--- src/hdl/sdspi_pkg.sv ---
// Shared types and constants for the SD SPI command engine.
`timescale 1ns / 1ps
package sdspi_pkg;

  localparam logic [1:0] OP_CMD  = 2'd0;
  localparam logic [1:0] OP_INIT = 2'd1;
  localparam logic [1:0] OP_XFER = 2'd2;

  localparam logic [1:0] KIND_R1  = 2'd0;
  localparam logic [1:0] KIND_R1B = 2'd1;
  localparam logic [1:0] KIND_R2  = 2'd2;
  localparam logic [1:0] KIND_R3  = 2'd3;

  localparam logic [1:0] ST_OK      = 2'd0;
  localparam logic [1:0] ST_NO_RESP = 2'd1;
  localparam logic [1:0] ST_RETRIES = 2'd2;
  localparam logic [1:0] ST_VOLTAGE = 2'd3;

  localparam logic [2:0] FS_GO_IDLE = 3'd0;
  localparam logic [2:0] FS_IDLE_WT = 3'd1;
  localparam logic [2:0] FS_OCR     = 3'd2;
  localparam logic [2:0] FS_SET_LEN = 3'd3;
  localparam logic [2:0] FS_PLAIN   = 3'd4;

  localparam logic [2:0] CFG_POLL_LIMIT  = 3'd0;
  localparam logic [2:0] CFG_RETRY_LIMIT = 3'd1;
  localparam logic [2:0] CFG_BLOCK_LEN   = 3'd2;
  localparam logic [2:0] CFG_OCR_MASK    = 3'd3;
  localparam logic [2:0] CFG_WAKE_SEL    = 3'd4;
  localparam logic [2:0] CFG_WAKE_DESEL  = 3'd5;

  localparam logic [7:0] CRC_BYTE  = 8'h95;
  localparam logic [7:0] IDLE_BYTE = 8'hFF;
  localparam logic [7:0] CMD_START = 8'h40;
  localparam logic [5:0] IDX_MASK  = 6'h3F;
  localparam logic [7:0] BIT7      = 8'h80;

  // Classified item passed from the front part to the sequencer.
  typedef struct packed {
    logic [1:0]  op;
    logic [5:0]  command_index;
    logic [31:0] argument;
    logic [1:0]  response_kind;
    logic [7:0]  rx_byte;
  } item_t;

  typedef struct packed {
    logic        transfer_valid;
    logic [7:0]  tx_byte;
    logic        card_selected;
    logic        done_res;
    logic [1:0]  status;
    logic [2:0]  failed_step;
    logic [39:0] response_word;
  } result_t;

  typedef struct packed {
    logic [15:0] poll_limit;
    logic [15:0] idle_retry_limit;
    logic [31:0] block_length;
    logic [7:0]  ocr_voltage_mask;
    logic [7:0]  wake_select_bytes;
    logic [7:0]  wake_deselect_bytes;
  } cfg_t;

endpackage

--- src/hdl/sdspi_if.sv ---
// Valid/ready channel interfaces for items and results.
`timescale 1ns / 1ps
interface sdspi_in_if;
  logic        valid;
  logic        ready;
  logic [1:0]  operation;
  logic [5:0]  command_index;
  logic [31:0] argument;
  logic [1:0]  response_kind;
  logic [7:0]  rx_byte;
  modport source (output valid, operation, command_index, argument, response_kind, rx_byte,
                  input ready);
  modport sink (input valid, operation, command_index, argument, response_kind, rx_byte,
                output ready);
endinterface

interface sdspi_out_if;
  logic        valid;
  logic        ready;
  logic        transfer_valid;
  logic [7:0]  tx_byte;
  logic        card_selected;
  logic        done_res;
  logic [1:0]  status;
  logic [2:0]  failed_step;
  logic [39:0] response_word;
  modport source (output valid, transfer_valid, tx_byte, card_selected, done_res, status,
                  failed_step, response_word, input ready);
  modport sink (input valid, transfer_valid, tx_byte, card_selected, done_res, status,
                failed_step, response_word, output ready);
endinterface

--- src/hdl/sdspi_front.sv ---
// Front part: accepts items, masks unknown operations, two-entry queue to the sequencer.
`timescale 1ns / 1ps
module sdspi_front
  import sdspi_pkg::*;
(
  input  logic  clk,
  input  logic  rst_n,
  input  logic  in_valid,
  output logic  in_ready,
  input  item_t in_item,
  output logic  q_valid,
  input  logic  q_pop,
  output item_t q_item
);

  item_t       mem_r [2];
  logic        wr_ptr_r, rd_ptr_r;
  logic [1:0]  count_r;
  logic        push;
  item_t       cls;

  assign in_ready = (count_r != 2'd2);
  assign push     = in_valid && in_ready;
  assign q_valid  = (count_r != 2'd0);
  assign q_item   = mem_r[rd_ptr_r];

  always_comb begin
    cls = in_item;
    // Operation 3 behaves as an ignored item everywhere; fold it into a fixed code.
    if (in_item.op == 2'd3) begin
      cls.op = 2'd3;
    end
  end

  always_ff @(posedge clk) begin
    if (push) begin
      mem_r[wr_ptr_r] <= cls;
    end
  end

  always_ff @(posedge clk) begin
    if (!rst_n) begin
      wr_ptr_r <= 1'b0;
      rd_ptr_r <= 1'b0;
      count_r  <= 2'd0;
    end else begin
      if (push) wr_ptr_r <= ~wr_ptr_r;
      if (q_pop) rd_ptr_r <= ~rd_ptr_r;
      count_r <= count_r + {1'b0, push} - {1'b0, q_pop};
    end
  end

endmodule

--- src/hdl/sdspi_seq.sv ---
// Back part: the command and init sequencer with a registered result stage.
`timescale 1ns / 1ps
module sdspi_seq
  import sdspi_pkg::*;
(
  input  logic    clk,
  input  logic    rst_n,
  input  cfg_t    cfg,
  input  logic    q_valid,
  output logic    q_pop,
  input  item_t   q_item,
  output logic    res_valid,
  input  logic    res_ready,
  output result_t res
);

  typedef enum logic [2:0] {
    PH_IDLE, PH_WAKE_SEL, PH_WAKE_DESEL, PH_SEND, PH_POLL, PH_CAPTURE, PH_BUSY, PH_BUSY_TAIL
  } phase_t;

  phase_t      phase_r, phase_nxt;
  logic [2:0]  init_step_r, init_step_nxt;
  logic [7:0]  byte_counter_r, byte_counter_nxt;
  logic [15:0] poll_counter_r, poll_counter_nxt;
  logic [15:0] retry_counter_r, retry_counter_nxt;
  logic [39:0] command_latch_r, command_latch_nxt;
  logic [39:0] response_shift_r, response_shift_nxt;
  logic [2:0]  bytes_remaining_r, bytes_remaining_nxt;
  logic [1:0]  kind_r, kind_nxt;
  logic        init_r, init_nxt;
  logic        res_valid_r;
  result_t     res_r, res_nxt;

  logic [7:0]  bc_inc;
  logic [15:0] pc_inc;

  assign q_pop     = q_valid && (!res_valid_r || res_ready);
  assign res_valid = res_valid_r;
  assign res       = res_r;
  assign bc_inc    = byte_counter_r + 8'd1;
  assign pc_inc    = poll_counter_r + 16'd1;

  always_comb begin
    logic       fin, ok, st_cmd;
    logic [5:0] c_idx;
    logic [31:0] c_arg;
    logic [1:0] c_kind;
    logic [1:0] f_st;
    logic [2:0] f_fs;
    logic       fail;
    phase_nxt           = phase_r;
    init_step_nxt       = init_step_r;
    byte_counter_nxt    = byte_counter_r;
    poll_counter_nxt    = poll_counter_r;
    retry_counter_nxt   = retry_counter_r;
    command_latch_nxt   = command_latch_r;
    response_shift_nxt  = response_shift_r;
    bytes_remaining_nxt = bytes_remaining_r;
    kind_nxt            = kind_r;
    init_nxt            = init_r;
    res_nxt             = '0;
    fin = 1'b0; ok = 1'b0; st_cmd = 1'b0;
    c_idx = '0; c_arg = '0; c_kind = KIND_R1;
    f_st = ST_OK; f_fs = FS_GO_IDLE; fail = 1'b0;

    if (phase_r == PH_IDLE) begin
      if (q_item.op == OP_CMD) begin
        init_nxt = 1'b0;
        st_cmd = 1'b1; c_idx = q_item.command_index;
        c_arg = q_item.argument; c_kind = q_item.response_kind;
      end else if (q_item.op == OP_INIT) begin
        init_nxt = 1'b1;
        init_step_nxt = 3'd0;
        byte_counter_nxt = 8'd0;
        if (cfg.wake_select_bytes != 8'd0) begin
          phase_nxt = PH_WAKE_SEL;
          res_nxt.transfer_valid = 1'b1; res_nxt.tx_byte = IDLE_BYTE;
          res_nxt.card_selected = 1'b1;
        end else if (cfg.wake_deselect_bytes != 8'd0) begin
          phase_nxt = PH_WAKE_DESEL;
          res_nxt.transfer_valid = 1'b1; res_nxt.tx_byte = IDLE_BYTE;
        end else begin
          init_step_nxt = 3'd0; st_cmd = 1'b1;
        end
      end
    end else if (q_item.op == OP_XFER) begin
      case (phase_r)
        PH_WAKE_SEL: begin
          byte_counter_nxt = bc_inc;
          if (bc_inc < cfg.wake_select_bytes) begin
            res_nxt.transfer_valid = 1'b1; res_nxt.tx_byte = IDLE_BYTE;
            res_nxt.card_selected = 1'b1;
          end else begin
            byte_counter_nxt = 8'd0;
            if (cfg.wake_deselect_bytes != 8'd0) begin
              phase_nxt = PH_WAKE_DESEL;
              res_nxt.transfer_valid = 1'b1; res_nxt.tx_byte = IDLE_BYTE;
            end else begin
              init_step_nxt = 3'd0; st_cmd = 1'b1;
            end
          end
        end
        PH_WAKE_DESEL: begin
          byte_counter_nxt = bc_inc;
          if (bc_inc < cfg.wake_deselect_bytes) begin
            res_nxt.transfer_valid = 1'b1; res_nxt.tx_byte = IDLE_BYTE;
          end else begin
            init_step_nxt = 3'd0; st_cmd = 1'b1;
          end
        end
        PH_SEND: begin
          byte_counter_nxt = bc_inc;
          res_nxt.transfer_valid = 1'b1; res_nxt.card_selected = 1'b1;
          case (bc_inc)
            8'd1:    res_nxt.tx_byte = command_latch_r[31:24];
            8'd2:    res_nxt.tx_byte = command_latch_r[23:16];
            8'd3:    res_nxt.tx_byte = command_latch_r[15:8];
            8'd4:    res_nxt.tx_byte = command_latch_r[7:0];
            8'd5:    res_nxt.tx_byte = CRC_BYTE;
            default: begin
              res_nxt.tx_byte = IDLE_BYTE;
              poll_counter_nxt = 16'd0;
              phase_nxt = PH_POLL;
            end
          endcase
        end
        PH_POLL: begin
          poll_counter_nxt = pc_inc;
          if (pc_inc >= cfg.poll_limit) begin
            fin = 1'b1; ok = 1'b0;
          end else begin
            res_nxt.transfer_valid = 1'b1; res_nxt.tx_byte = IDLE_BYTE;
            res_nxt.card_selected = 1'b1;
            if ((q_item.rx_byte & BIT7) == 8'd0) begin
              response_shift_nxt = {32'd0, q_item.rx_byte};
              case (kind_r)
                KIND_R2: bytes_remaining_nxt = 3'd2;
                KIND_R3: bytes_remaining_nxt = 3'd5;
                default: bytes_remaining_nxt = 3'd1;
              endcase
              phase_nxt = PH_CAPTURE;
            end
          end
        end
        PH_CAPTURE: begin
          if (bytes_remaining_r > 3'd1) begin
            response_shift_nxt = {response_shift_r[31:0], q_item.rx_byte};
            bytes_remaining_nxt = bytes_remaining_r - 3'd1;
            res_nxt.transfer_valid = 1'b1; res_nxt.tx_byte = IDLE_BYTE;
            res_nxt.card_selected = 1'b1;
          end else begin
            bytes_remaining_nxt = 3'd0;
            if (kind_r == KIND_R1B) begin
              phase_nxt = PH_BUSY;
              res_nxt.transfer_valid = 1'b1; res_nxt.tx_byte = IDLE_BYTE;
              res_nxt.card_selected = 1'b1;
            end else begin
              fin = 1'b1; ok = 1'b1;
            end
          end
        end
        PH_BUSY: begin
          if (q_item.rx_byte == IDLE_BYTE) phase_nxt = PH_BUSY_TAIL;
          res_nxt.transfer_valid = 1'b1; res_nxt.tx_byte = IDLE_BYTE;
          res_nxt.card_selected = 1'b1;
        end
        PH_BUSY_TAIL: begin
          fin = 1'b1; ok = 1'b1;
        end
        default: phase_nxt = PH_IDLE;
      endcase
    end

    if (fin) begin
      if (!init_r) begin
        phase_nxt = PH_IDLE;
        res_nxt.done_res = 1'b1;
        res_nxt.status = ok ? ST_OK : ST_NO_RESP;
        res_nxt.failed_step = ok ? FS_GO_IDLE : FS_PLAIN;
        res_nxt.response_word = ok ? response_shift_nxt : 40'd0;
      end else begin
        case (init_step_r)
          3'd0: begin
            if (!ok) begin
              fail = 1'b1; f_st = ST_NO_RESP; f_fs = FS_GO_IDLE;
            end else begin
              retry_counter_nxt = 16'd1; init_step_nxt = 3'd1;
              st_cmd = 1'b1; c_idx = 6'd55;
            end
          end
          3'd1: begin
            if (!ok) begin
              fail = 1'b1; f_st = ST_NO_RESP; f_fs = FS_IDLE_WT;
            end else begin
              init_step_nxt = 3'd2; st_cmd = 1'b1; c_idx = 6'd41;
            end
          end
          3'd2: begin
            if (response_shift_nxt[0] && (retry_counter_r < cfg.idle_retry_limit)) begin
              retry_counter_nxt = retry_counter_r + 16'd1; init_step_nxt = 3'd1;
              st_cmd = 1'b1; c_idx = 6'd55;
            end else if (retry_counter_r >= cfg.idle_retry_limit) begin
              fail = 1'b1; f_st = ST_RETRIES; f_fs = FS_IDLE_WT;
            end else begin
              init_step_nxt = 3'd3; st_cmd = 1'b1; c_idx = 6'd58; c_kind = KIND_R3;
            end
          end
          3'd3: begin
            if (!ok) begin
              fail = 1'b1; f_st = ST_NO_RESP; f_fs = FS_OCR;
            end else if ((response_shift_nxt[23:16] & cfg.ocr_voltage_mask)
                         != cfg.ocr_voltage_mask) begin
              fail = 1'b1; f_st = ST_VOLTAGE; f_fs = FS_OCR;
            end else begin
              init_step_nxt = 3'd4; st_cmd = 1'b1; c_idx = 6'd16;
              c_arg = cfg.block_length;
            end
          end
          default: begin
            fail = 1'b1;
            f_st = ok ? ST_OK : ST_NO_RESP;
            f_fs = ok ? FS_GO_IDLE : FS_SET_LEN;
          end
        endcase
        if (fail) begin
          phase_nxt = PH_IDLE; init_nxt = 1'b0;
          res_nxt.done_res = 1'b1; res_nxt.status = f_st;
          res_nxt.failed_step = f_fs; res_nxt.response_word = response_shift_nxt;
        end
      end
    end

    if (st_cmd) begin
      command_latch_nxt = {(c_idx & IDX_MASK) | CMD_START[5:0], 2'b01, c_arg} |
                          {CMD_START, 32'd0};
      command_latch_nxt[39:32] = {2'b01, c_idx};
      kind_nxt = c_kind;
      byte_counter_nxt = 8'd0;
      phase_nxt = PH_SEND;
      res_nxt = '0;
      res_nxt.transfer_valid = 1'b1; res_nxt.card_selected = 1'b1;
      res_nxt.tx_byte = {2'b01, c_idx};
    end
  end

  always_ff @(posedge clk) begin
    if (!rst_n) begin
      phase_r           <= PH_IDLE;
      init_step_r       <= 3'd0;
      byte_counter_r    <= 8'd0;
      poll_counter_r    <= 16'd0;
      retry_counter_r   <= 16'd0;
      command_latch_r   <= 40'd0;
      response_shift_r  <= 40'd0;
      bytes_remaining_r <= 3'd0;
      kind_r            <= KIND_R1;
      init_r            <= 1'b0;
      res_valid_r       <= 1'b0;
    end else begin
      if (res_ready) res_valid_r <= 1'b0;
      if (q_pop) begin
        phase_r           <= phase_nxt;
        init_step_r       <= init_step_nxt;
        byte_counter_r    <= byte_counter_nxt;
        poll_counter_r    <= poll_counter_nxt;
        retry_counter_r   <= retry_counter_nxt;
        command_latch_r   <= command_latch_nxt;
        response_shift_r  <= response_shift_nxt;
        bytes_remaining_r <= bytes_remaining_nxt;
        kind_r            <= kind_nxt;
        init_r            <= init_nxt;
        res_valid_r       <= 1'b1;
      end
    end
  end

  always_ff @(posedge clk) begin
    if (q_pop) res_r <= res_nxt;
  end

endmodule

--- src/hdl/sd_spi_init_and_command_engine.sv ---
// Top level of the SPI-mode SD command engine and init sequencer.
`timescale 1ns / 1ps
// Every accepted item produces exactly one result transfer. A start-command item
// begins one command, a start-init item begins the wake and init sequence, and
// each transfer-finished item carries the byte received on the SPI transfer that
// the previous result asked for. The engine takes one item per clock cycle unless a
// result waits untaken; the front part holds items in a two-entry queue, and the
// sequencer decides the next byte into a registered result stage, so a result that
// waits to be taken does not stop the next item from being queued. Configuration must
// be written only while the engine is idle.
module sd_spi_init_and_command_engine
  import sdspi_pkg::*;
(
  input  logic        clk,
  input  logic        rst_n,
  sdspi_in_if.sink    in_ch,
  sdspi_out_if.source out_ch,
  input  logic        cfg_we,
  input  logic [2:0]  cfg_index,
  input  logic [31:0] cfg_wdata
);

  cfg_t    cfg_r;
  item_t   in_item, q_item;
  logic    q_valid, q_pop, res_valid;
  result_t res;

  // Register file; writes to indexes beyond the list are dropped.
  always_ff @(posedge clk) begin
    if (!rst_n) begin
      cfg_r.poll_limit          <= 16'd255;
      cfg_r.idle_retry_limit    <= 16'd255;
      cfg_r.block_length        <= 32'd512;
      cfg_r.ocr_voltage_mask    <= 8'h30;
      cfg_r.wake_select_bytes   <= 8'd100;
      cfg_r.wake_deselect_bytes <= 8'd2;
    end else if (cfg_we) begin
      case (cfg_index)
        CFG_POLL_LIMIT:  cfg_r.poll_limit          <= cfg_wdata[15:0];
        CFG_RETRY_LIMIT: cfg_r.idle_retry_limit    <= cfg_wdata[15:0];
        CFG_BLOCK_LEN:   cfg_r.block_length        <= cfg_wdata;
        CFG_OCR_MASK:    cfg_r.ocr_voltage_mask    <= cfg_wdata[7:0];
        CFG_WAKE_SEL:    cfg_r.wake_select_bytes   <= cfg_wdata[7:0];
        CFG_WAKE_DESEL:  cfg_r.wake_deselect_bytes <= cfg_wdata[7:0];
        default: ;
      endcase
    end
  end

  assign in_item.op            = in_ch.operation;
  assign in_item.command_index = in_ch.command_index;
  assign in_item.argument      = in_ch.argument;
  assign in_item.response_kind = in_ch.response_kind;
  assign in_item.rx_byte       = in_ch.rx_byte;

  sdspi_front u_front (
    .clk, .rst_n,
    .in_valid (in_ch.valid),
    .in_ready (in_ch.ready),
    .in_item,
    .q_valid, .q_pop, .q_item
  );

  sdspi_seq u_seq (
    .clk, .rst_n,
    .cfg       (cfg_r),
    .q_valid, .q_pop, .q_item,
    .res_valid,
    .res_ready (out_ch.ready),
    .res
  );

  assign out_ch.valid          = res_valid;
  assign out_ch.transfer_valid = res.transfer_valid;
  assign out_ch.tx_byte        = res.tx_byte;
  assign out_ch.card_selected  = res.card_selected;
  assign out_ch.done_res       = res.done_res;
  assign out_ch.status         = res.status;
  assign out_ch.failed_step    = res.failed_step;
  assign out_ch.response_word  = res.response_word;

`ifndef SYNTHESIS
  // A result never both requests a transfer and reports completion.
  a_excl: assert property (@(posedge clk) disable iff (!rst_n)
    out_ch.valid |-> !(out_ch.transfer_valid && out_ch.done_res))
    else $error("transfer and completion reported together");
  // A requested transfer carries no status or response.
  a_xfer_clean: assert property (@(posedge clk) disable iff (!rst_n)
    (out_ch.valid && out_ch.transfer_valid) |-> (out_ch.status == ST_OK &&
      out_ch.response_word == 40'd0))
    else $error("transfer result carries status");
  // A plain success reports failed step zero.
  a_ok_step: assert property (@(posedge clk) disable iff (!rst_n)
    (out_ch.valid && out_ch.done_res && out_ch.status == ST_OK) |->
      out_ch.failed_step == FS_GO_IDLE)
    else $error("success with a failed step");
`endif

endmodule

--- src/flat_wrapper.sv ---
// flat-port wrapper written by rule: the top's interface ports become plain ports
module sd_spi_init_and_command_engine_flat import sdspi_pkg::*;
  (clk, rst_n, cfg_we, cfg_index, cfg_wdata, in_ch_valid, in_ch_operation, in_ch_command_index, in_ch_argument, in_ch_response_kind, in_ch_rx_byte, in_ch_ready, out_ch_valid, out_ch_transfer_valid, out_ch_tx_byte, out_ch_card_selected, out_ch_done_res, out_ch_status, out_ch_failed_step, out_ch_response_word, out_ch_ready);
  sdspi_in_if in_ch_i ();
  sdspi_out_if out_ch_i ();
  input  logic clk;
  input  logic rst_n;
  input  logic cfg_we;
  input  logic [2:0] cfg_index;
  input  logic [31:0] cfg_wdata;
  input wire logic [$bits(in_ch_i.valid)-1:0] in_ch_valid;
  input wire logic [$bits(in_ch_i.operation)-1:0] in_ch_operation;
  input wire logic [$bits(in_ch_i.command_index)-1:0] in_ch_command_index;
  input wire logic [$bits(in_ch_i.argument)-1:0] in_ch_argument;
  input wire logic [$bits(in_ch_i.response_kind)-1:0] in_ch_response_kind;
  input wire logic [$bits(in_ch_i.rx_byte)-1:0] in_ch_rx_byte;
  output wire logic [$bits(in_ch_i.ready)-1:0] in_ch_ready;
  output wire logic [$bits(out_ch_i.valid)-1:0] out_ch_valid;
  output wire logic [$bits(out_ch_i.transfer_valid)-1:0] out_ch_transfer_valid;
  output wire logic [$bits(out_ch_i.tx_byte)-1:0] out_ch_tx_byte;
  output wire logic [$bits(out_ch_i.card_selected)-1:0] out_ch_card_selected;
  output wire logic [$bits(out_ch_i.done_res)-1:0] out_ch_done_res;
  output wire logic [$bits(out_ch_i.status)-1:0] out_ch_status;
  output wire logic [$bits(out_ch_i.failed_step)-1:0] out_ch_failed_step;
  output wire logic [$bits(out_ch_i.response_word)-1:0] out_ch_response_word;
  input wire logic [$bits(out_ch_i.ready)-1:0] out_ch_ready;
  assign in_ch_i.valid = in_ch_valid;
  assign in_ch_i.operation = in_ch_operation;
  assign in_ch_i.command_index = in_ch_command_index;
  assign in_ch_i.argument = in_ch_argument;
  assign in_ch_i.response_kind = in_ch_response_kind;
  assign in_ch_i.rx_byte = in_ch_rx_byte;
  assign in_ch_ready = in_ch_i.ready;
  assign out_ch_valid = out_ch_i.valid;
  assign out_ch_transfer_valid = out_ch_i.transfer_valid;
  assign out_ch_tx_byte = out_ch_i.tx_byte;
  assign out_ch_card_selected = out_ch_i.card_selected;
  assign out_ch_done_res = out_ch_i.done_res;
  assign out_ch_status = out_ch_i.status;
  assign out_ch_failed_step = out_ch_i.failed_step;
  assign out_ch_response_word = out_ch_i.response_word;
  assign out_ch_i.ready = out_ch_ready;
  sd_spi_init_and_command_engine u_core (.clk(clk), .rst_n(rst_n), .in_ch(in_ch_i), .out_ch(out_ch_i), .cfg_we(cfg_we), .cfg_index(cfg_index), .cfg_wdata(cfg_wdata));
endmodule
--- config.mk ---
export PLATFORM = sky130hd
export DESIGN_NAME = sd_spi_init_and_command_engine_flat
export DESIGN_NICKNAME = d
export VERILOG_FILES = /design/src/hdl/sdspi_pkg.sv /design/src/hdl/sdspi_if.sv /design/src/hdl/sdspi_front.sv /design/src/hdl/sdspi_seq.sv /design/src/hdl/sd_spi_init_and_command_engine.sv /design/src/flat_wrapper.sv
export SDC_FILE = /design/constraint.sdc
export NUM_CORES = 1
export LEC_CHECK = 0
export BUFFER_PORTS_ARGS = -buffer_cell sky130_fd_sc_hd__buf_2
export CAP_MARGIN = 10
export CORE_MARGIN = 5
export CORE_UTILIZATION = 54
export CTS_CLUSTER_DIAMETER = 50
export CTS_CLUSTER_SIZE = 12
export DETAILED_ROUTE_END_ITERATION = 10
export MAX_ROUTING_LAYER = met4
export PLACE_DENSITY = 0.76
export SETUP_SLACK_MARGIN = 0.2
export SLEW_MARGIN = 10
export SYNTH_ARGS = -nofsm -noshare
export SYNTH_HDL_FRONTEND = slang
export SYNTH_HIERARCHICAL = 1
export SYNTH_SLANG_ARGS = --single-unit
--- constraint.sdc ---
create_clock -name clk -period 4.43 [get_ports clk]
set_input_delay 0.443 -clock clk [delete_from_list [all_inputs] [get_ports clk]]
set_output_delay 0.443 -clock clk [all_outputs]
set_load 0.1 [all_outputs]
Word level (Yosys, flattened, before mapping)
Memory sizes are Yosys's and may differ from the RTL's. A register that Yosys moved wholly into a read port is not among the register bits.
Index checks and enable logic that the tools add are counted.
{"block": "classes", "addsub": 6, "magnitude_cmp": 6, "n_eq_ne": 36, "muxes": 165, "bitwise_logic": 5, "reduce_logical": 36}
{"cell": "two-way mux 40 bit", "count": 6}
{"cell": "two-way mux 32 bit", "count": 7}
{"cell": "two-way mux 46 bit", "count": 3}
{"cell": "two-way mux 3 bit", "count": 36}
{"cell": "case mux 40 bit (2 select lines)", "count": 1}
{"cell": "two-way mux 10 bit", "count": 7}
{"cell": "case mux 16 bit (2 select lines)", "count": 2}
{"cell": "two-way mux 6 bit", "count": 10}
{"cell": "case mux 9 bit (6 select lines)", "count": 1}
{"cell": "two-way mux 53 bit", "count": 1}
{"cell": "two-way mux 16 bit", "count": 3}
{"cell": "two-way mux 8 bit", "count": 6}
{"cell": "two-way mux 1 bit", "count": 47}
{"cell": "case mux 8 bit (5 select lines)", "count": 1}
{"cell": "two-way mux 9 bit", "count": 4}
{"cell": "adder 16 x 1 -> 16 bit, second input constant", "count": 2}
{"cell": ">= comparator 16 bit", "count": 2}
{"cell": "two-way mux 2 bit", "count": 15}
{"cell": "case mux 6 bit (4 select lines)", "count": 1}
{"cell": "equality test 3 x 2 -> 1 bit, second input constant", "count": 6}
{"cell": "equality test 3 bit, second input constant", "count": 6}
{"cell": "case mux 3 bit (2 select lines)", "count": 3}
{"cell": "case mux 3 bit (6 select lines)", "count": 1}
{"cell": "equality test 8 x 2 -> 1 bit, second input constant", "count": 2}
{"cell": "other kinds (41)", "count": 81}
{"block": "word_totals", "register_bits": 273, "ram_bits": 100, "output_inout_bits": 58, "word_cells": 283, "memories": 1}
{"name": "u_core.u_front.mem_r", "words": 2, "word_bits": 50, "read_ports": 1, "rd_ports_with_merged_regs": 1, "wr": 1, "line_no": "sdspi_front.sv:16", "text": "item_t mem_r [2];"}

Depth between registers and ports, before layout
{"block": "depth", "depth_word": 17, "ltp_mapped": 22, "ltp_nobuf": 19}

Cells and area by module
The synthesis kept the hierarchy.
{"mod": "sdspi_seq", "instances": 1, "cells_per_inst": 1242, "area_per_inst_um2": 10410.0}
{"mod": "sdspi_front", "instances": 1, "cells_per_inst": 186, "area_per_inst_um2": 3882.5}
{"mod": "sd_spi_init_and_command_engine", "instances": 1, "cells_per_inst": 338, "area_per_inst_um2": 3408.3}

Worst setup path after synthesis
OpenSTA, ideal clock, no wires.
{"block": "synth_path", "path_kind": "flip-flop to flip-flop", "start": "register u_core.u_seq.poll_counter_r[0]", "end": "register u_core.u_seq.res_r (netlist bit u_core/u_seq/res[10]), data pin", "t_arrival_ps": 4438, "t_required_ps": 4164, "path_slack_ps": -274, "stages_incl_launch_ff": 22, "path_buffers": 2, "cell_sequence": "dfxtp_1 ha_1 and3_1 and3_1 and3_1 and3_1 clkbuf_1 and3_1 nand3_1 xnor2_1 ha_1 nand4_1 nor3_1 nor4_1 nand3b_1 o32a_1 o21ai_1 a21oi_1 o21a_1 o21ai_1 clkbuf_1 nor2_1"}
{"block": "synth_via", "elab_chain_cells": 15, "word_cells_on_any_way": 30, "cone_classes": "add/sub: 1; order compare: 1; eq/ne: 1; mux: 23; bitwise: 2; reduce/logical: 2"}
{"element": "start, declared", "line_no": "sdspi_seq.sv:24", "text": "logic [15:0] poll_counter_r, poll_counter_nxt;"}
{"element": "start signal, assigned", "line_no": "sdspi_seq.sv:265", "text": "poll_counter_r <= poll_counter_nxt;"}
{"element": "adder 16 x 1 -> 16 bit (*)", "line_no": "sdspi_seq.sv:41", "text": "assign pc_inc = poll_counter_r + 16'd1;"}
{"element": ">= comparator 16 bit (*)", "line_no": "sdspi_seq.sv:129", "text": "if (pc_inc >= cfg.poll_limit) begin"}
{"element": "two-way mux 40 bit", "line_no": "sdspi_seq.sv:129"}
{"element": "case mux 40 bit (2 select lines)", "line_no": "sdspi_seq.sv:87", "text": "case (phase_r)"}
{"element": "two-way mux 40 bit", "line_no": "sdspi_seq.sv:86", "text": "end else if (q_item.op == OP_XFER) begin"}
{"element": "two-way mux 40 bit", "line_no": "sdspi_seq.sv:66", "text": "if (phase_r == PH_IDLE) begin"}
{"element": "AND 8 bit", "line_no": "sdspi_seq.sv:211", "text": "end else if ((response_shift_nxt[23:16] & cfg.ocr_voltage_mask)"}
{"element": "inequality test 8 bit", "line_no": "sdspi_seq.sv:212", "text": "!= cfg.ocr_voltage_mask) begin"}
{"element": "two-way mux 1 bit", "line_no": "sdspi_seq.sv:211"}
{"element": "two-way mux 1 bit", "line_no": "sdspi_seq.sv:209", "text": "if (!ok) begin"}
{"element": "case mux 1 bit (3 select lines)", "line_no": "sdspi_seq.sv:182", "text": "case (init_step_r)"}
{"element": "two-way mux 1 bit", "line_no": "sdspi_seq.sv:175", "text": "if (!init_r) begin"}
{"element": "two-way mux 1 bit", "line_no": "sdspi_seq.sv:174", "text": "if (fin) begin"}
{"element": "two-way mux 46 bit", "line_no": "sdspi_seq.sv:225", "text": "if (fail) begin"}
{"element": "two-way mux 46 bit", "line_no": "sdspi_seq.sv:175"}
{"element": "end signal, assigned", "line_no": "sdspi_seq.sv:278", "text": "if (q_pop) res_r <= res_nxt;"}
{"element": "end, declared", "line_no": "sdspi_seq.sv:32", "text": "result_t res_r, res_nxt;"}
Every way passes the cells marked *; elsewhere a longest branch is shown, timed or not. The select of a mux whose other input is x is not followed.
A chain may end at the register's enable or synchronous reset.

Final worst setup path
{"block": "layout_path", "start": "register u_core.u_seq.poll_counter_r[0]", "end": "register u_core.u_seq.command_latch_r[18]"}
{"block": "layout_via", "elab_chain_cells": 14, "word_cells_on_any_way": 25, "cone_classes": "add/sub: 1; order compare: 1; eq/ne: 1; mux: 19; bitwise: 1; reduce/logical: 2"}
{"element": "adder 16 x 1 -> 16 bit (*)", "line_no": "sdspi_seq.sv:41"}
{"element": ">= comparator 16 bit (*)", "line_no": "sdspi_seq.sv:129"}
{"element": "two-way mux 40 bit", "line_no": "sdspi_seq.sv:129"}
{"element": "case mux 40 bit (2 select lines)", "line_no": "sdspi_seq.sv:87"}
{"element": "two-way mux 40 bit", "line_no": "sdspi_seq.sv:86"}
{"element": "two-way mux 40 bit", "line_no": "sdspi_seq.sv:66"}
{"element": "AND 8 bit", "line_no": "sdspi_seq.sv:211"}
{"element": "inequality test 8 bit", "line_no": "sdspi_seq.sv:212"}
{"element": "two-way mux 1 bit", "line_no": "sdspi_seq.sv:211"}
{"element": "two-way mux 1 bit", "line_no": "sdspi_seq.sv:209"}
{"element": "case mux 1 bit (3 select lines)", "line_no": "sdspi_seq.sv:182"}
{"element": "two-way mux 1 bit", "line_no": "sdspi_seq.sv:175"}
{"element": "two-way mux 1 bit", "line_no": "sdspi_seq.sv:174"}
{"element": "AND reduction 2 bit (no source line)"}
{"element": "end signal, assigned", "line_no": "sdspi_seq.sv:267", "text": "command_latch_r <= command_latch_nxt;"}
{"element": "end, declared", "line_no": "sdspi_seq.sv:26", "text": "logic [39:0] command_latch_r, command_latch_nxt;"}
Every way passes the cells marked *; elsewhere a longest branch is shown, timed or not.

==> summary by stage <==
Clock network
Clock latency on the worst-skew pair, taken at its later pin, is 560 ps. Clock tree synthesis selected as its root buffer the cell sky130_fd_sc_hd__clkbuf_16. TritonCTS built the clock tree. Clock-pin slew was measured on the worst setup and hold paths at 70 ps.

The number of H-tree levels is 2. The number of clock sinks is 374. The TritonCTS buffer count is 42.

After clock tree synthesis, the flow added hold-fix buffers numbering 0. The maximum buffer depth of the clock tree is 3.

Yosys
The top cell type by total area after synthesis is sky130_fd_sc_hd__edfxtp_1. Ranked by instance count, the synthesized netlist is headed by sky130_fd_sc_hd__dfxtp_1, sky130_fd_sc_hd__nand2_1, sky130_fd_sc_hd__nor2_1. The most used flip-flop cell after synthesis is sky130_fd_sc_hd__dfxtp_1. Yosys instantiated no cell more often than sky130_fd_sc_hd__dfxtp_1. Yosys printed 6 warnings. In this run, synthesis produced a sequential element count of 374. The synthesized cell area is 17,700 µm². Yosys attributes the largest share of cell area to sky130_fd_sc_hd__edfxtp_1, sky130_fd_sc_hd__dfxtp_1, sky130_fd_sc_hd__mux2i_1, sky130_fd_sc_hd__nand2_1, sky130_fd_sc_hd__ha_1. The synthesized netlist cell count is 1,766. Summing the sequential cell areas from Yosys gives 51.1% of the chip area. The share of flip-flops with an asynchronous set or reset after synthesis is 0%. The number of different library cells used by synthesis comes to 83. A synthesized cell averages 10.0 µm². The share of the synthesized area in the top cell type is 26.5%. Counting flops with a built-in enable in the synthesized netlist gives 156. Synthesis produced a netlist with a net count of 1,912.

Floorplanning
The floorplan step defined a core boundary enclosing 32,500 µm². The die outline width is 191 µm. The floorplan has 66 rows. The area of the die is 36,500 µm². The height of the chip is 191 µm. Once the floorplan was initialized, standard cells occupied 54.5% of the core. The I/O pin count is 148.

Routing
The number of design-rule violations left by the first detailed-router iteration is 1,432. The routed via count is 14,600. Summed over all layers, the routed wires come to 50.7 mm.

The number of routed nets with antenna violations is 0. In the routed design, unresolved DRC markers number 0. For this run, the detailed router's first-pass iteration total came to 6.

After detailed routing, the average wire length per cell comes to 20.8 µm. Using the TritonRoute via totals, the vias-per-cell ratio works out to 5.96.

Place
After legalization and detailed placement, the total HPWL measured 32.7 mm. The final RePlAce weighted congestion is 0.947. The count of input and output buffers is 147. In this run, placement finished with an instance count of 2,324.

Outcome
The final reports fail on negative setup slack. The run finished, with violations left.

Cells and area
The final cell utilization of the core is 68.3%. After the flow finishes, the layout carries non-filler instances totaling 2,444. The share of final-layout standard cells stronger than drive strength 1 is 26.8%. 0 antenna diodes ended up in the layout. The area overhead of the layout relative to synthesis is 25.2%.

The final layout net count is 2,116. The count of filler cells inserted in the layout is 2,425.

GRT
The maximum number of pins on one net before global-route repair is 63. The leftover overflow at the end of global routing is 0. The number of global-route vias before repair is 13,700. The global-route total usage across every layer is 26.6%. The number of antenna violations at the first check in global routing is 0. The first global-routing pass estimated 75.7 mm of wire.

Setup path
The worst register-to-register path ends at u_core/u_seq/command_latch_r[18]$_SDFFE_PN0P_. The setup check on the worst reg-to-reg path leaves a slack of -170 ps. The worst setup path category is reg2reg.

The largest driver fanout on the critical path is 8. The worst setup path is launched from a register. The data arrival time of the critical path is 5010 ps. The launching point of the worst reg2reg path is u_core/u_seq/poll_counter_r[0]$_SDFFE_PN0P_. The worst reg-to-reg path cell count is 22. Tracing the worst setup path back leads to its startpoint at u_core/u_seq/poll_counter_r[0]$_SDFFE_PN0P_. The required time at the endpoint of the critical path is 4840 ps. STA classifies the critical path endpoint as a register.

Power
The switching power summed over all nets is 0.00450 W. For this design the static power due to leakage is 8.74 nW. Of the total power, combinational logic draws 32.6%.

The switching part of the total is 39.3%. The clock network power share is 30.2%. Power spread over the standard cell area amounts to 517 nW/µm². The sequential cell fraction of total power is 37.2%. The worst-case IR drop observed on VDD is 0.000500 V. Cell internal power was estimated by the tool at 0.00694 W.

Hold path
The worst hold path terminates at u_core/u_front/mem_r[0][29]$_DFFE_PP_. Counting instances, the worst hold path has a depth of 1. The startpoint of the lowest-slack hold path is in_ch_argument[19]. The type of the most critical hold path is in2reg.

STA
The sum of negative setup slack is -11,950 ps. The number of setup violations in the final report is 103. The worst-case headroom to the max-slew limit is 30.7%. The peak clock frequency supported by timing is 217 MHz.

The final worst-path cycle share is 104%. The worst path in the final design needs a cycle of 4600 ps, including I/O delays and setup. The worst setup skew after layout is 31.9 ps. The max-slew violation count was 0. After layout, the worst setup slack is -174 ps. Setup repair after global routing could not meet its margin everywhere.

The transition time at the pin with the least slew margin is 1040 ps. The hold violation count in the final report is 0.

Run
The number of violations of the max-capacitance limit is 0.
[critical path, stage by stage (launching register included)]
cell and delay, ps:
sky130_fd_sc_hd__dfxtp_4 370, sky130_fd_sc_hd__ha_4 130, sky130_fd_sc_hd__and3_4 180, sky130_fd_sc_hd__and3_4 180, sky130_fd_sc_hd__and3_4 180, sky130_fd_sc_hd__and3_4 180
sky130_fd_sc_hd__and3_4 200, sky130_fd_sc_hd__nand3_4 80, sky130_fd_sc_hd__xnor2_2 160, sky130_fd_sc_hd__ha_1 300, sky130_fd_sc_hd__nand4_1 160, sky130_fd_sc_hd__buf_4 150
sky130_fd_sc_hd__nor4_2 40, sky130_fd_sc_hd__a32oi_1 270, sky130_fd_sc_hd__nand3b_1 220, sky130_fd_sc_hd__o32a_1 420, sky130_fd_sc_hd__o21ai_2 190, sky130_fd_sc_hd__a21o_1 260
sky130_fd_sc_hd__nand3_4 150, sky130_fd_sc_hd__buf_12 200, sky130_fd_sc_hd__buf_16 150, sky130_fd_sc_hd__a221oi_2 210, sky130_fd_sc_hd__nor3_1 100
[per-layer routing]
metal | wire length, µm | share of wire, % | GRT usage [%] | up-vias
met5 | 0 | 0 | - | -
met4 | 1460 | 2.9 | 7.29 | 0
met3 | 3950 | 7.8 | 4.38 | 130
met2 | 23500 | 46 | 40.7 | 656
met1 | 21900 | 43 | 37.1 | 6947
li1 | - | - | - | 6823
[worst max-delay path by stage]
| stage | depth (start not counted) | endpoint |
|---|---|---|
| after floorplan | 20 | u_core/u_seq/retry_counter_r[13]$_SDFFE_PN0P_ |
| after global placement | 22 | u_core/u_seq/res[8]$_SDFFCE_PP0P_ |
| after detailed placement | 22 | u_core/u_seq/res[29]$_SDFFCE_PP0P_ |
| after CTS | 21 | u_core/u_seq/retry_counter_r[13]$_SDFFE_PN0P_ |
| after global routing | 22 | u_core/u_seq/command_latch_r[18]$_SDFFE_PN0P_ |
| final | 22 | u_core/u_seq/command_latch_r[18]$_SDFFE_PN0P_ |
[power groups by stage]
stage | combinational (W) | clock, W | sequential [W]
3_3_place_gp | 0.00334 | 0 | 0.00431
2_1_floorplan | 0.00105 | 0 | 0.00588
5_1_grt | 0.00387 | 0.00366 | 0.00429
3_5_place_dp | 0.00336 | 0 | 0.00432
4_1_cts | 0.00355 | 0.00350 | 0.00425
6_report | 0.00374 | 0.00345 | 0.00425
[final cells by class]
cell class	count	area [µm²]	area share (%)
Clock buffer	63	1190	5.38
Clock inverter	13	186	0.842
Inverter	69	259	1.17
Multi-Input combinational cell	1219	8910	40.2
Sequential cell	374	9060	40.9
Tap cell	442	553	2.50
Timing Repair Buffer	264	1990	8.99
[cell families (layout without fill, tap and decap cells)]
logic type,Yosys count,count (layout),share of synthesized area [%]
multiplexers,148,148,8.72
adder cells (fa/ha/maj),56,56,3.96
AO/OA/AOI/OAI,361,361,14.2
buffers and inverters,174,409,4.12
flip-flops,374,374,51.1
AND/OR/NAND/NOR,623,624,16.4
XOR/XNOR,30,30,1.48
[state kept, by name, summed over array words and instances (netlist names), 2 cells and up, named ones only]
name	cells
u_core/cfg_r	88
u_core/u_front/count_r	2
u_core/u_front/mem_r	100
u_core/u_seq/byte_counter_r	8
u_core/u_seq/bytes_remaining_r	3
u_core/u_seq/command_latch_r	32
u_core/u_seq/init_step_r	3
u_core/u_seq/kind_r	2
u_core/u_seq/phase_r	3
u_core/u_seq/poll_counter_r	16
u_core/u_seq/res	56
u_core/u_seq/response_shift_r	40
u_core/u_seq/retry_counter_r	16
[per-stage QoR]
stage          cell area (µm²)  worst slack, ps  power, W  hold slack (ps)
2_1_floorplan            17800             24.8   0.00693              435
3_3_place_gp             19300            -68.5   0.00765              445
3_5_place_dp             19300             -158   0.00768              449
4_1_cts                  21400            -9.40    0.0113             52.3
5_1_grt                  22200             -368    0.0118             59.3
6_report                 22200             -174    0.0114             72.2
[cells in the final DEF, fill, tap and decap left out, types with 8 or more instances in the layout]
cell,Yosys,routed
sky130_fd_sc_hd__ha_1,56,55
sky130_fd_sc_hd__nor4_2,1,8
sky130_fd_sc_hd__and3_4,0,11
sky130_fd_sc_hd__nand4_1,8,8
sky130_fd_sc_hd__xnor2_1,13,12
sky130_fd_sc_hd__dfxtp_1,218,214
sky130_fd_sc_hd__xor2_1,17,16
sky130_fd_sc_hd__nor3_2,2,16
sky130_fd_sc_hd__nand2_1,202,199
sky130_fd_sc_hd__buf_12,0,9
sky130_fd_sc_hd__buf_4,12,80
sky130_fd_sc_hd__mux2i_1,98,98
sky130_fd_sc_hd__nor2_2,1,18
sky130_fd_sc_hd__nor2b_1,42,41
sky130_fd_sc_hd__clkbuf_1,72,15
sky130_fd_sc_hd__o21ai_0,58,50
sky130_fd_sc_hd__o211ai_1,10,10
sky130_fd_sc_hd__a21o_1,10,10
sky130_fd_sc_hd__nor3_1,52,37
sky130_fd_sc_hd__a22oi_1,73,71
sky130_fd_sc_hd__a21oi_2,0,12
sky130_fd_sc_hd__edfxtp_1,156,156
sky130_fd_sc_hd__a211oi_1,15,12
sky130_fd_sc_hd__clkbuf_16,0,47
sky130_fd_sc_hd__nand3_1,27,24
sky130_fd_sc_hd__nand3b_1,12,12
sky130_fd_sc_hd__nor2_1,185,163
sky130_fd_sc_hd__mux2_2,46,46
sky130_fd_sc_hd__buf_6,1,19
sky130_fd_sc_hd__nand2b_1,20,20
sky130_fd_sc_hd__a221oi_4,0,15
sky130_fd_sc_hd__inv_1,66,64
sky130_fd_sc_hd__buf_2,19,146
sky130_fd_sc_hd__a221oi_2,0,19
sky130_fd_sc_hd__a31oi_1,11,9
sky130_fd_sc_hd__a21oi_1,78,65
[what timing repair did]
item / CTS / global route
gates resized for setup: 85 / 110
gates cloned: 8 / 7
pin swaps: 18 / 56
endpoints found under the hold margin: 0 / 0
setup buffers: 14 / 14
endpoints found under the setup margin: 124 / 157
No activity file was read; power rests on OpenSTA's default activity.
